### src/hw/rtl/tab_expand_trailing_space_strip_macros.svh
// ----------------------------------------------------------------------------
// Assertion macros for the tab expand and trailing space strip block
// Both macros sample on clk_i and are disabled while rst_ni is low
// ----------------------------------------------------------------------------
`ifndef TAB_EXPAND_TRAILING_SPACE_STRIP_MACROS_SVH
`define TAB_EXPAND_TRAILING_SPACE_STRIP_MACROS_SVH

// expression holds at every sampled edge
`define TES_ASSERT_HOLD(lbl, expr) \
  lbl: assert property (@(posedge clk_i) disable iff (!rst_ni) (expr)) \
    else $error("assertion failed");

// antecedent implies consequent at the next edge
`define TES_ASSERT_NEXT(lbl, ante, cons) \
  lbl: assert property (@(posedge clk_i) disable iff (!rst_ni) (ante) |=> (cons)) \
    else $error("assertion failed");

`endif

### src/hw/rtl/tes_pkg.sv
`timescale 1ns / 1ps
// ----------------------------------------------------------------------------
// tes_pkg
// Types and constants shared by the tab expand and trailing space strip block
// ----------------------------------------------------------------------------
package tes_pkg;

  localparam int MaxPending = 4095;
  localparam int CountW     = 12;
  localparam int FieldMax   = 4095;

  localparam logic [CountW-1:0] PendCap =
    (MaxPending > FieldMax) ? CountW'(FieldMax) : CountW'(MaxPending);

  localparam logic [7:0] ChNl  = 8'h0A;
  localparam logic [7:0] ChTab = 8'h09;
  localparam logic [7:0] ChSp  = 8'h20;

  typedef struct packed {
    logic [1:0]        phase;
    logic [CountW-1:0] pending;
    logic              sat;
  } state_t;

  typedef struct packed {
    logic [CountW-1:0] spaces;
    logic [7:0]        data;
    logic              has_byte;
    logic              last;
    logic              ovf;
  } result_t;

endpackage

### src/hw/rtl/tes_step.sv
`timescale 1ns / 1ps
// ----------------------------------------------------------------------------
// tes_step
// Next state and result for one item: space counting, tab stops, flushes
// ----------------------------------------------------------------------------
module tes_step
  import tes_pkg::*;
(
  input  state_t     state_i,
  input  logic [7:0] data_i,
  input  logic       eos_i,
  output state_t     state_o,
  output result_t    result_o,
  output logic       produce_o
);

  logic [2:0]        add_n;
  logic [CountW:0]   sum;
  logic [CountW-1:0] sat_count;
  logic              sat_hit;

  assign add_n     = (data_i == ChTab) ? (3'd4 - {1'b0, state_i.phase}) : 3'd1;
  assign sum       = {1'b0, state_i.pending} + (CountW + 1)'(add_n);
  assign sat_hit   = sum > {1'b0, PendCap};
  assign sat_count = sat_hit ? PendCap : sum[CountW-1:0];

  always_comb begin
    state_o   = state_i;
    result_o  = '0;
    produce_o = 1'b0;
    if (eos_i) begin
      produce_o       = 1'b1;
      result_o.last   = 1'b1;
      if (state_i.pending != '0) begin
        result_o.data     = ChNl;
        result_o.has_byte = 1'b1;
      end
      state_o = '0;
    end else begin
      unique case (data_i)
        ChNl: begin
          produce_o         = 1'b1;
          result_o.data     = ChNl;
          result_o.has_byte = 1'b1;
          state_o           = '0;
        end
        ChSp: begin
          state_o.pending = sat_count;
          state_o.sat     = state_i.sat | sat_hit;
          state_o.phase   = state_i.phase + 2'd1;
        end
        ChTab: begin
          state_o.pending = sat_count;
          state_o.sat     = state_i.sat | sat_hit;
          state_o.phase   = 2'd0;
        end
        default: begin
          produce_o         = 1'b1;
          result_o.spaces   = state_i.pending;
          result_o.data     = data_i;
          result_o.has_byte = 1'b1;
          result_o.ovf      = state_i.sat;
          state_o.pending   = '0;
          state_o.sat       = 1'b0;
          state_o.phase     = state_i.phase + 2'd1;
        end
      endcase
    end
  end

endmodule

### src/hw/rtl/tab_expand_trailing_space_strip.sv
`timescale 1ns / 1ps
// ----------------------------------------------------------------------------
// tab_expand_trailing_space_strip
// Expands tabs to 4-column stops, holds spaces back as a count, drops them
// before a newline and turns them into a newline at end of stream
//
//   channel  handshake             payload
//   in       in_valid_i/in_stall_o text_byte_i, end_of_stream_i
//   out      out_valid_o/out_stall_i spaces_before_o, out_byte_o, has_byte_o,
//                                  is_last_o, count_overflow_o
//
// one item per cycle unless a held result stalls it; a result passes the input
// register and the result register, with one state update per item between them
// rst_ni clears valids and the column, count and saturation state at once
// a held result stalls only items that make a result; spaces and tabs
// still pass through while the output is stalled
// ----------------------------------------------------------------------------
`include "tab_expand_trailing_space_strip_macros.svh"

module tab_expand_trailing_space_strip
  import tes_pkg::*;
(
  input  logic              clk_i,
  input  logic              rst_ni,
  input  logic              in_valid_i,
  output logic              in_stall_o,
  input  logic [7:0]        text_byte_i,
  input  logic              end_of_stream_i,
  output logic              out_valid_o,
  input  logic              out_stall_i,
  output logic [CountW-1:0] spaces_before_o,
  output logic [7:0]        out_byte_o,
  output logic              has_byte_o,
  output logic              is_last_o,
  output logic              count_overflow_o
);

  logic       in_valid_q, in_valid_d;
  logic [7:0] in_byte_q;
  logic       in_eos_q;
  state_t     state_q, state_d, step_state;
  result_t    result_q, step_result;
  logic       out_valid_q, out_valid_d;
  logic       produce, out_free, advance, in_take;

  tes_step u_step (
    .state_i   (state_q),
    .data_i    (in_byte_q),
    .eos_i     (in_eos_q),
    .state_o   (step_state),
    .result_o  (step_result),
    .produce_o (produce)
  );

  assign out_free   = !out_valid_q || !out_stall_i;
  assign advance    = in_valid_q && (!produce || out_free);
  assign in_stall_o = in_valid_q && !advance;
  assign in_take    = in_valid_i && !in_stall_o;

  always_comb begin
    in_valid_d = in_take | (in_valid_q & ~advance);
    state_d    = advance ? step_state : state_q;
    if (advance && produce) begin
      out_valid_d = 1'b1;
    end else begin
      out_valid_d = out_free ? 1'b0 : out_valid_q;
    end
  end

  always_ff @(posedge clk_i or negedge rst_ni) begin
    if (!rst_ni) begin
      in_valid_q  <= 1'b0;
      out_valid_q <= 1'b0;
      state_q     <= '0;
    end else begin
      in_valid_q  <= in_valid_d;
      out_valid_q <= out_valid_d;
      state_q     <= state_d;
    end
  end

  always_ff @(posedge clk_i) begin
    if (in_take) begin
      in_byte_q <= text_byte_i;
      in_eos_q  <= end_of_stream_i;
    end
    if (advance && produce) begin
      result_q <= step_result;
    end
  end

  assign out_valid_o      = out_valid_q;
  assign spaces_before_o  = result_q.spaces;
  assign out_byte_o       = result_q.data;
  assign has_byte_o       = result_q.has_byte;
  assign is_last_o        = result_q.last;
  assign count_overflow_o = result_q.ovf;

  // input side blocks only behind a held result
  `TES_ASSERT_HOLD(a_stall_cause, !in_stall_o || (out_valid_q && out_stall_i))
  // count never passes its cap
  `TES_ASSERT_HOLD(a_pending_cap, state_q.pending <= PendCap)
  // end of stream leaves the state cleared
  `TES_ASSERT_NEXT(a_eos_clear, advance && in_eos_q, state_q == '0)
  // overflow only reported on an ordinary emitted byte
  `TES_ASSERT_HOLD(a_ovf_byte,
    !(out_valid_q && result_q.ovf) || (result_q.has_byte && !result_q.last))

endmodule

### config.mk
export PLATFORM = sky130hd
export DESIGN_NAME = tab_expand_trailing_space_strip
export DESIGN_NICKNAME = d
export VERILOG_FILES = /design/src/hw/rtl/tes_pkg.sv /design/src/hw/rtl/tes_step.sv /design/src/hw/rtl/tab_expand_trailing_space_strip.sv
export VERILOG_INCLUDE_DIRS = /design/src /design/src/hw/rtl
export SDC_FILE = /design/constraint.sdc
export NUM_CORES = 1
export LEC_CHECK = 0
export BUFFER_PORTS_ARGS = -buffer_cell sky130_fd_sc_hd__buf_4
export CORE_ASPECT_RATIO = 0.7
export CORE_MARGIN = 5
export CORE_UTILIZATION = 59
export CTS_CLUSTER_SIZE = 30
export DETAILED_ROUTE_END_ITERATION = 8
export GPL_ROUTABILITY_DRIVEN = 0
export PLACE_DENSITY = 0.83
export SYNTH_ARGS = -nofsm -noshare
export SYNTH_HDL_FRONTEND = slang
export SYNTH_SLANG_ARGS = --single-unit
### constraint.sdc
create_clock -name clk_i -period 5.19 [get_ports clk_i]
set_input_delay 0.2595 -clock clk_i [delete_from_list [all_inputs] [get_ports clk_i]]
set_output_delay 0.2595 -clock clk_i [all_outputs]
set_load 0.02 [all_outputs]
== After elaboration in Yosys (flattened, before gate mapping) ==
Cells that the tools add are included.
Operators by class
  magnitude comparators: 1
  reduce and logical (&&, ||, !) cells: 15
  add/sub/neg operators: 3
  equal/unequal tests: 3
  bitwise logic cells: 4
  muxes and demuxes: 12
Operators with widths (count)
  $pmux W15 S3: 1
  $pmux W9 S2: 1
  $eq A8 B4 Y1 const B: 2
  $mux W15: 1
  $add A12 B3 Y13: 1
  $gt A13 B12 Y1 const B: 1
  $mux W12: 1
  $reduce_bool A12 Y1: 1
  $mux W9: 1
  $eq A8 B6 Y1 const B: 1
  $logic_not A1 Y1: 5
  $mux W1: 5
  $mux W5: 1
  $logic_and A1 B1 Y1: 4
  $reduce_or A4 Y1: 1
  $mux W3: 1
  $sub A3 B2 Y3 const A: 1
  $add A2 B1 Y2 const B: 1
  $logic_or A1 B1 Y1: 2
  $or A1 B1 Y1: 2
  $reduce_bool A2 Y1: 1
  $reduce_or A2 Y1: 1
  $and A1 B1 Y1: 1
  $not A1 Y1: 1
Word-level totals
  logic and storage cells: 50
  flip-flop bits (word level): 49

== Longest topological paths before layout ==
Gate-level depths: netlist of the first run.
  depth after elaboration: 12
  depth in mapped cells: 11

== Hierarchy ==
A second synthesis of the first run with hierarchy kept.
Second synthesis, totals
  cells, all modules: 241
  area total of the unflattened synthesis: 2728.9 um^2
Modules (own cells, without submodules)
  tab_expand_trailing_space_strip: times used 1, area an instance 1925.6 um^2, seq. area each 1386.3 um^2, cells each 129
  tes_step: times used 1, area an instance 803.3 um^2, seq. area each 0.0 um^2, cells each 112

== Least setup slack after synthesis of the first run ==
Ideal clock, no wire load.
  path kind: register to register
  start point: register in_byte_q[4]
  end point: register state_q[10] (netlist bit)
  required time: 5.095 ns
  path buffers: 0
  clock period less this slack: 2.575 ns
  library setup time: 0.095 ns
  slack: 2.615 ns
  arrival time: 2.480 ns
  stages on the path, launching flop included: 10
  cells stage by stage: edfxtp_1 -> nor4_4 -> and3_1 -> nand2_1 -> fa_1 -> nor2b_1 -> nor2_1 -> nor3b_1 -> nor3_1 -> a211oi_1
Between the ends
  cells in the longest elaborated chain, start to end: 7
Ends and longest elaborated chain
  from (decl): RTL line tab_expand_trailing_space_strip.sv:39  | logic [7:0] in_byte_q;
  from (signal assigned): RTL line tab_expand_trailing_space_strip.sv:84  | in_byte_q <= text_byte_i;
  $eq A8 B4 Y1 or $eq A8 B6 Y1 (tied branches): RTL line tes_step.sv:22, tes_step.sv:40
  $mux W3 or $reduce_or A2 Y1 (tied branches)
  $add A12 B3 Y13 or $mux W1 (tied branches): RTL line tes_step.sv:23, tes_step.sv:40
  $gt A13 B12 Y1 or $mux W1 (tied branches): RTL line tes_step.sv:24, tes_step.sv:31
  $mux W12 or $logic_not A1 Y1 (tied branches): RTL line tes_step.sv:25, tab_expand_trailing_space_strip.sv:56
  $pmux W15 S3 or $logic_or A1 B1 Y1 (tied branches): RTL line tes_step.sv:40, tab_expand_trailing_space_strip.sv:56
  $mux W15 or $logic_and A1 B1 Y1 (tied branches): RTL line tes_step.sv:31, tab_expand_trailing_space_strip.sv:56
  to (signal assigned): RTL line tab_expand_trailing_space_strip.sv:78  | state_q <= state_d;
  to (decl): RTL line tab_expand_trailing_space_strip.sv:41  | state_t state_q, state_d, step_state;
Parallel ways exist; a longest one is shown, timed or not.
A chain may end at the register's enable or synchronous reset.

== Worst setup path in the final report of the first run ==
Ends and elaborated chain as after synthesis.

==> results of run 1 <==
[state kept, by name, summed over array words and instances (netlist names)]
name	flops
is_last_o	1
in_valid_q	1
count_overflow_o	1
spaces_before_o	12
out_byte_o	8
in_byte_q	8
out_valid_o	1
state_q	15
has_byte_o	1
in_eos_q	1
[cell type report]
cell class / instances / area [um^2]
sequential: 49 / 1386
multi-input combinational: 115 / 794.5
inverter: 9 / 33.78
timing repair buffer: 39 / 295.3
clock inverter: 2 / 38.79
clock buffer: 6 / 72.57
tap: 50 / 62.56
fill: 221 / 897.1
[metal layers]
layer  track usage [%]  vias to the layer above  wire length [um]
met5                 0                        -                 0
met4             8.028                        0                76
met3             4.947                       12               423
met2             31.28                       79              2037
met1             23.72                      746              1936
li1                  -                      734                 -
[cells by family (layout without fill, tap and decap cells)]
kind of cell,Yosys count,count (layout),share of synthesized area (%)
xor+xnor,2,2,0.7849
flops,49,49,62.11
fa+ha+maj,5,5,3.139
mux,1,1,0.5044
compound gates,31,31,10.43
simple gates,76,76,20.74
buf+inv,13,56,2.298
[path summary, 6_finish.rpt]
check / start / endpoint / slack [ns] / cells past startpoint
hold reg to reg: state_q[14]$_DFFE_PN0P_ / state_q[14]$_DFFE_PN0P_ / 0.52 / 1
min in group asynchronous: rst_ni / state_q[7]$_DFFE_PN0P_ / 0.35 / 2
max in group asynchronous: rst_ni / state_q[1]$_DFFE_PN0P_ / 4.64 / 2
setup reg to reg: in_byte_q[4]$_DFFE_PP_ / state_q[10]$_DFFE_PN0P_ / 2.16 / 9
setup / recovery: in_byte_q[4]$_DFFE_PP_ / state_q[10]$_DFFE_PN0P_ / 2.16 / 9
hold / removal: text_byte_i[1] / in_byte_q[1]$_DFFE_PP_ / 0.13 / 1
[through the flow]
stage	hold slack (ns)	instance area, um^2
floorplan	-0.03609	2232
global placement	0.1315	2562
detailed placement	0.1356	2562
CTS	0.1278	2684
global route	0.1173	2684
finish	0.1252	2684
[synth_stat cells (all sizes together) (3+ instances only)]
| cell | n | area share (%) |
|---|---|---|
| dfrtp | 17 | 19 |
| a211oi | 5 | 1.9 |
| nor3b | 4 | 1.6 |
| nor2 | 13 | 2.6 |
| ha | 4 | 2.2 |
| a21oi | 8 | 1.8 |
| and3 | 3 | 0.84 |
| clkbuf | 3 | 0.56 |
| inv | 9 | 1.5 |
| nor4 | 4 | 1.8 |
| nor3 | 7 | 1.6 |
| and2 | 20 | 5.7 |
| a31oi | 4 | 1.1 |
| nand2 | 9 | 1.5 |
| and4 | 3 | 1.2 |
| edfxtp | 32 | 43 |
| nor2b | 6 | 1.7 |
[worst max-delay path: stages, from the launching register on]
cell      delay (ns)
edfxtp_1        0.43
nor4_4          0.48
and3_1          0.29
nand2_1         0.11
fa_1            0.45
nor2b_1         0.18
nor2_1          0.12
nor3b_1         0.45
nor3_1          0.16
a211oi_1        0.25
[power groups by stage]
| stage | Combinational (uW) | Sequential (uW) | Clock (uW) |
|---|---|---|---|
| after floorplan | 34.6 | 478 | 0 |
| after global placement | 89.5 | 463 | 0 |
| after detailed placement | 91.5 | 464 | 0 |
| after CTS | 92.8 | 455 | 270 |
| after global routing | 98.9 | 458 | 292 |
| final | 92.2 | 455 | 268 |
[what timing repair did]
action / CTS / global route
hold endpoints to repair: 17 / 0
hold buffers: 1 / 0
gates resized for setup: 0 / 0
setup buffers: 0 / 0
==> results_dict.tcl, run 1 <==
set metrics [dict create \
    start_kind "flop" \
    irDropWorstVdd_mv 0.2091 \
    worstSetupEndpointType "flop" \
    max-slew-margin-rel_pct 48.89 \
    hold_class "in -> reg" \
    postSynthAreaPerCell_um2 12.61 \
    drt-total-wl_um 4473 \
    synth-main-ff-cell "edfxtp_1" \
    area_growth_pct 20.24 \
    fp.dieW_um 83.52 \
    powerDensity_nw_per_um2 303.7 \
    cts-root-buf "clkbuf_8" \
    setup_viol 0 \
    switching_share_pct 23.23 \
    p_leak_uw 0.001091 \
    dieHeight_um 61.46 \
    pre_cts_slack_ns 2.214 \
    max_freq_mhz 329.5 \
    clk_path_buf_depth 2 \
    drv_slew 0 \
    ctsHtreeMaxLevel 2 \
    hold_viol_final 0 \
    async_reset_ff_share_pct 34.69 \
    run_status "finished clean" \
    crit_type "reg -> reg" \
    switching_power_uw 189.3 \
    clock-sinks 49 \
    drc 0 \
    globalRoute.totalOverflow 0 \
    stdcell_count 270 \
    finalCritPeriodShare_pct 58.47 \
    ant_nets 0 \
    dp_cells 261 \
    mostFrequentLayoutCell "buf_4" \
    synthesis.nets 195 \
    cts_buffers 5 \
    drt_pre_antenna_iters 4 \
    internal_power_uw 625.7 \
    fin_util_pct 74.95 \
    seqPwrFrac_pct 55.8 \
    pwr-share-clk_pct 32.8 \
    core_um2 3581 \
    yosysWarnings 0 \
    grt_pass1_wl_um 7210 \
    viasPerCell 5.819 \
    drive_gt1_share_pct 25.00 \
    netlist_area_um2 2232 \
    required_ns 5.41 \
    syn_inst 177 \
    ys_seq_elements 49 \
    drt_iter0_drc 146 \
    clk-insertion-delay-late_ns 0.31 \
    rows 18 \
    path_clk_slew_ns 0.08 \
    grt_antenna_before_repair 0 \
    initial_core_util_pct 62.33 \
    yosysSeqAreaShare_pct 62.11 \
    finalPower_uw 815.0 \
    synth_edf_count 32 \
    dieArea_um2 5133 \
    grt_pass1_vias 1504 \
    antenna-diode-count 0 \
    tightest_slew_ns 0.7651 \
    power_frac_comb_pct 11.3 \
    path_max_fanout 5 \
    totalNegativeSetupSlack_ns 0 \
    maxCapViolCount 0 \
    finalCriticalPeriod_ns 3.035 \
    layout.nets 237 \
    ys_types 43 \
    grt_max_degree 26 \
    setup_ws_ns 2.155 \
    clock-skew-final_ns 0.005269 \
    layout_common_cells "buf_4, edfxtp_1, and2_1" \
    wl_per_cell_um 16.57 \
    worstPathArrival_ns 3.25 \
    dpl.hpwl_um 3310 \
    rsz0062_at_grt "no" \
    top_level_ports 38 \
    dr_total_vias 1571 \
    port-buffer-count 37 \
    tritoncts "built" \
    grtUsageTotal_pct 18.64 \
]
(Power assumes the default switching activity.)
==> inputs of run 2 (changes only) <==
--- a/config.mk
+++ b/config.mk
@@ -6,14 +6,15 @@
 export SDC_FILE = /design/constraint.sdc
 export NUM_CORES = 1
 export LEC_CHECK = 0
+export ABC_AREA = 1
 export BUFFER_PORTS_ARGS = -buffer_cell sky130_fd_sc_hd__buf_4
 export CORE_ASPECT_RATIO = 0.7
 export CORE_MARGIN = 5
-export CORE_UTILIZATION = 59
+export CORE_UTILIZATION = 56
 export CTS_CLUSTER_SIZE = 30
 export DETAILED_ROUTE_END_ITERATION = 8
 export GPL_ROUTABILITY_DRIVEN = 0
-export PLACE_DENSITY = 0.83
+export PLACE_DENSITY = 0.79
 export SYNTH_ARGS = -nofsm -noshare
 export SYNTH_HDL_FRONTEND = slang
 export SYNTH_SLANG_ARGS = --single-unit
==> constraint.sdc (replaced) <==
create_clock -name clk_i -period 2.8 [get_ports clk_i]
set_input_delay 0.14 -clock clk_i [delete_from_list [all_inputs] [get_ports clk_i]]
set_output_delay 0.14 -clock clk_i [all_outputs]
set_load 0.02 [all_outputs]
==> run 2 against run 1 <==
  * First-iteration DRC count is 2.7% lower
  * Maximum frequency is 29% higher
  * Utilization down 7.5 points
  * Clock skew is 0.0028 ns higher
  * Design area rose by 7.6%
  * Clock power increased by 49%
  * Area after synthesis rose by 9.7%
  * Die area increased by 13%
  * Synthesized cell count up 50%
  * Via count increased by 16%
  * Hold slack lost 0.11 ns
  * Critical path type unchanged
  * Critical endpoint is now state_q[0]$_DFFE_PN0P_
==> results_dict.tcl, run 2 <==
set metrics [dict create \
    seqPwrFrac_pct 57.7 \
    ys_seq_elements 49 \
    rr_worst_depth 18 \
    switching_share_pct 26.12 \
    synth-main-ff-cell "edfxtp_1" \
    setup_viol 0 \
    n_fill_cell 339 \
    powerDensity_nw_per_um2 511.2 \
    grtUsageTotal_pct 17.64 \
    postSynthAreaPerCell_um2 9.240 \
    slowest_stage "fa_1" \
    grt_max_degree 24 \
    maxCapViolCount 0 \
    hp-start "text_byte_i[6]" \
    hold_viol_final 0 \
    wl_per_cell_um 12.94 \
    async_reset_ff_share_pct 34.69 \
    required_ns 3.04 \
    synth_top_area_cell "edfxtp_1" \
    clock-sinks 49 \
    r2r_start "in_byte_q[1]$_DFFE_PP_" \
    worstPathArrival_ns 2.60 \
    dr_total_vias 1829 \
    port-buffer-count 37 \
    ant_nets 0 \
    finalCriticalPeriod_ns 2.355 \
    drc 0 \
    dpl.hpwl_um 3532 \
    largest_reg_flops 15 \
    rr_endpoint "state_q[0]$_DFFE_PN0P_" \
    top_level_ports 38 \
    path_clk_slew_ns 0.09 \
    irDropWorstVdd_mv 0.3684 \
    globalRoute.totalOverflow 0 \
    core_um2 4279 \
    crit_type "reg -> reg" \
    hold_class "in -> reg" \
    initial_core_util_pct 57.22 \
    cts_buffers 5 \
    yosysSeqAreaShare_pct 56.62 \
    start_kind "flop" \
    cts_setup_buffers 0 \
    area_growth_pct 17.94 \
    viasPerCell 5.011 \
    tightest_slew_ns 0.3875 \
    register_area_um2 1386 \
    synthesis.nets 283 \
    dieArea_um2 5816 \
    p_leak_uw 0.001427 \
    crit_chain "inv_2 -> nand2_1 -> nor2_4 -> nand2_4 -> inv_1 -> nand2_1 -> ha_1 -> inv_1 -> fa_1 -> inv_1 -> nand3_1 -> nand2_1 -> nand3_2 -> nand2_1 -> o21ai_1 -> nor2_1 -> nand2_1 -> nand2_1" \
    top_register "state_q" \
    grt_pass1_vias 1724 \
    max_stage_delay_ns 0.41 \
    synth_common_cells "nand2_1, edfxtp_1, inv_1, nor2_1, dfrtp_1" \
    rows 20 \
    worstSetupEndpointType "flop" \
    fp.dieW_um 89.04 \
    rsz0062_at_grt "no" \
    ctsHtreeMaxLevel 2 \
    cpMostUsedCell "nand2_1" \
    synth_area_leaders "edfxtp_1, dfrtp_1, nand2_1" \
    layout.nets 327 \
    dieHeight_um 65.33 \
    clk-insertion-delay-late_ns 0.30 \
    grt_pass1_wl_um 7872 \
    netlist_area_um2 2449 \
    switching_power_uw 385.6 \
    mostFrequentLayoutCell "nand2_1" \
    drive_gt1_share_pct 23.55 \
    multiInputGateArea_um2 878.3 \
    ys_types 28 \
    path_max_fanout 8 \
    antenna-diode-count 0 \
    r2r_slack_ns 0.44 \
    finalCritPeriodShare_pct 84.12 \
    synth_edf_count 32 \
    clk_path_buf_depth 2 \
    timing.hold.ws_ns 0.01263 \
    yosysWarnings 0 \
    power_frac_comb_pct 15.2 \
    drt_pre_antenna_iters 4 \
    yosysMostFrequentCell "nand2_1" \
    max-slew-margin-rel_pct 74.10 \
    holdPathEnd "in_byte_q[6]$_DFFE_PP_" \
    drt_iter0_drc 142 \
    totalNegativeSetupSlack_ns 0 \
    run_status "finished clean" \
    internal_power_uw 1091 \
    grt_antenna_before_repair 0 \
    hold_depth 1 \
    clock-skew-final_ns 0.008050 \
    drv_slew 0 \
    max_freq_mhz 424.6 \
    cts-root-buf "clkbuf_8" \
    layout_common_cells "nand2_1, buf_4, inv_1, edfxtp_1, nor2_1" \
    synth.top_cell.area_share_pct 39.24 \
    syn_inst 265 \
    tritoncts "built" \
    pwr-share-clk_pct 27.1 \
    drt-total-wl_um 4724 \
]
[run 2: changes by cell type after synthesis, moves of 4 or more]
cell | before | now
nand2_1 | 9 | 84
inv_1 | 9 | 32
and2_1 | 19 | 0
nor2_1 | 11 | 29
nand3_1 | 2 | 13
inv_2 | 0 | 7
nor3_1 | 7 | 0
nand2_4 | 0 | 6
nor2b_1 | 6 | 0
a21oi_1 | 8 | 3
nand4_1 | 0 | 5
a211oi_1 | 4 | 0
nand2_2 | 0 | 4
nor2_4 | 1 | 5
[run 2: cells by family after synthesis]
logic type | Yosys count | share of synthesized area [%]
AO/OA/AOI/OAI | 13 | 2.964
AND/OR/NAND/NOR | 152 | 29.33
buffers and inverters | 44 | 7.512
adder cells (fa/ha/maj) | 5 | 2.862
XOR/XNOR | 2 | 0.7155
flip-flops | 49 | 56.62
[run 2: critical path, delay by kind of cell (launching register included)]
kind            cells  cell delay [ns]
simple gates       11             0.97
fa+ha+maj           2             0.58
flops               1             0.39
buf+inv             4             0.31
compound gates      1             0.06
[run 2: how the worst max path moves through the flow]
stage / from / to / slack (ns) / depth (start not counted)
2_1_floorplan: in_byte_q[0]$_DFFE_PP_ / state_q[0]$_DFFE_PN0P_ / 0.75 / 17
3_3_place_gp: in_byte_q[1]$_DFFE_PP_ / state_q[0]$_DFFE_PN0P_ / 0.61 / 16
3_5_place_dp: in_byte_q[1]$_DFFE_PP_ / state_q[0]$_DFFE_PN0P_ / 0.50 / 18
4_1_cts: in_byte_q[1]$_DFFE_PP_ / state_q[0]$_DFFE_PN0P_ / 0.47 / 18
5_1_grt: in_byte_q[5]$_DFFE_PP_ / state_q[9]$_DFFE_PN0P_ / 0.30 / 16
6_report: in_byte_q[1]$_DFFE_PP_ / state_q[0]$_DFFE_PN0P_ / 0.44 / 18
[run 2: routing by layer]
metal	GRT usage [%]	share of wire, %
met2	25.00	43
met1	26.45	47
met3	4.010	8.5
met5	0	0
met4	6.320	1.3
[run 2: layout make-up]
type	instances	area share [%]
repair buffers	41	10.92
flip-flops and latches	49	48.01
clock inverters	2	0.5199
inverters	40	5.243
well taps	55	2.383
multi-input cells	172	30.42
clock buffers	6	2.513
[run 2: power groups by stage]
stage / Combinational, uW / Sequential [uW] / Clock, uW
2_1_floorplan: 96.1 / 906 / 0
3_3_place_gp: 219 / 866 / 0
3_5_place_dp: 222 / 869 / 0
4_1_cts: 224 / 852 / 413
5_1_grt: 247 / 858 / 444
6_report: 224 / 852 / 400
[run 2: repair_timing]
| action | CTS | global route |
|---|---|---|
| endpoints found under the hold margin | 17 | 2 |
| hold buffers | 1 | 2 |
| gates resized for setup | 0 | 0 |
[run 2: metrics by stage]
| step | area, um^2 | std cells | utilization, % | power (uW) | worst slack (ns) |
|---|---|---|---|---|---|
| 3_3_place_gp | 2770 | 354 | 64.74 | 1086 | 0.6132 |
| 6_report | 2888 | 365 | 67.49 | 1476 | 0.4448 |
| 5_1_grt | 2888 | 365 | 67.49 | 1550 | 0.3038 |
| 3_5_place_dp | 2770 | 354 | 64.74 | 1091 | 0.4996 |
| 4_1_cts | 2868 | 363 | 67.02 | 1489 | 0.4693 |
| 2_1_floorplan | 2449 | 265 | - | 1002 | 0.7460 |
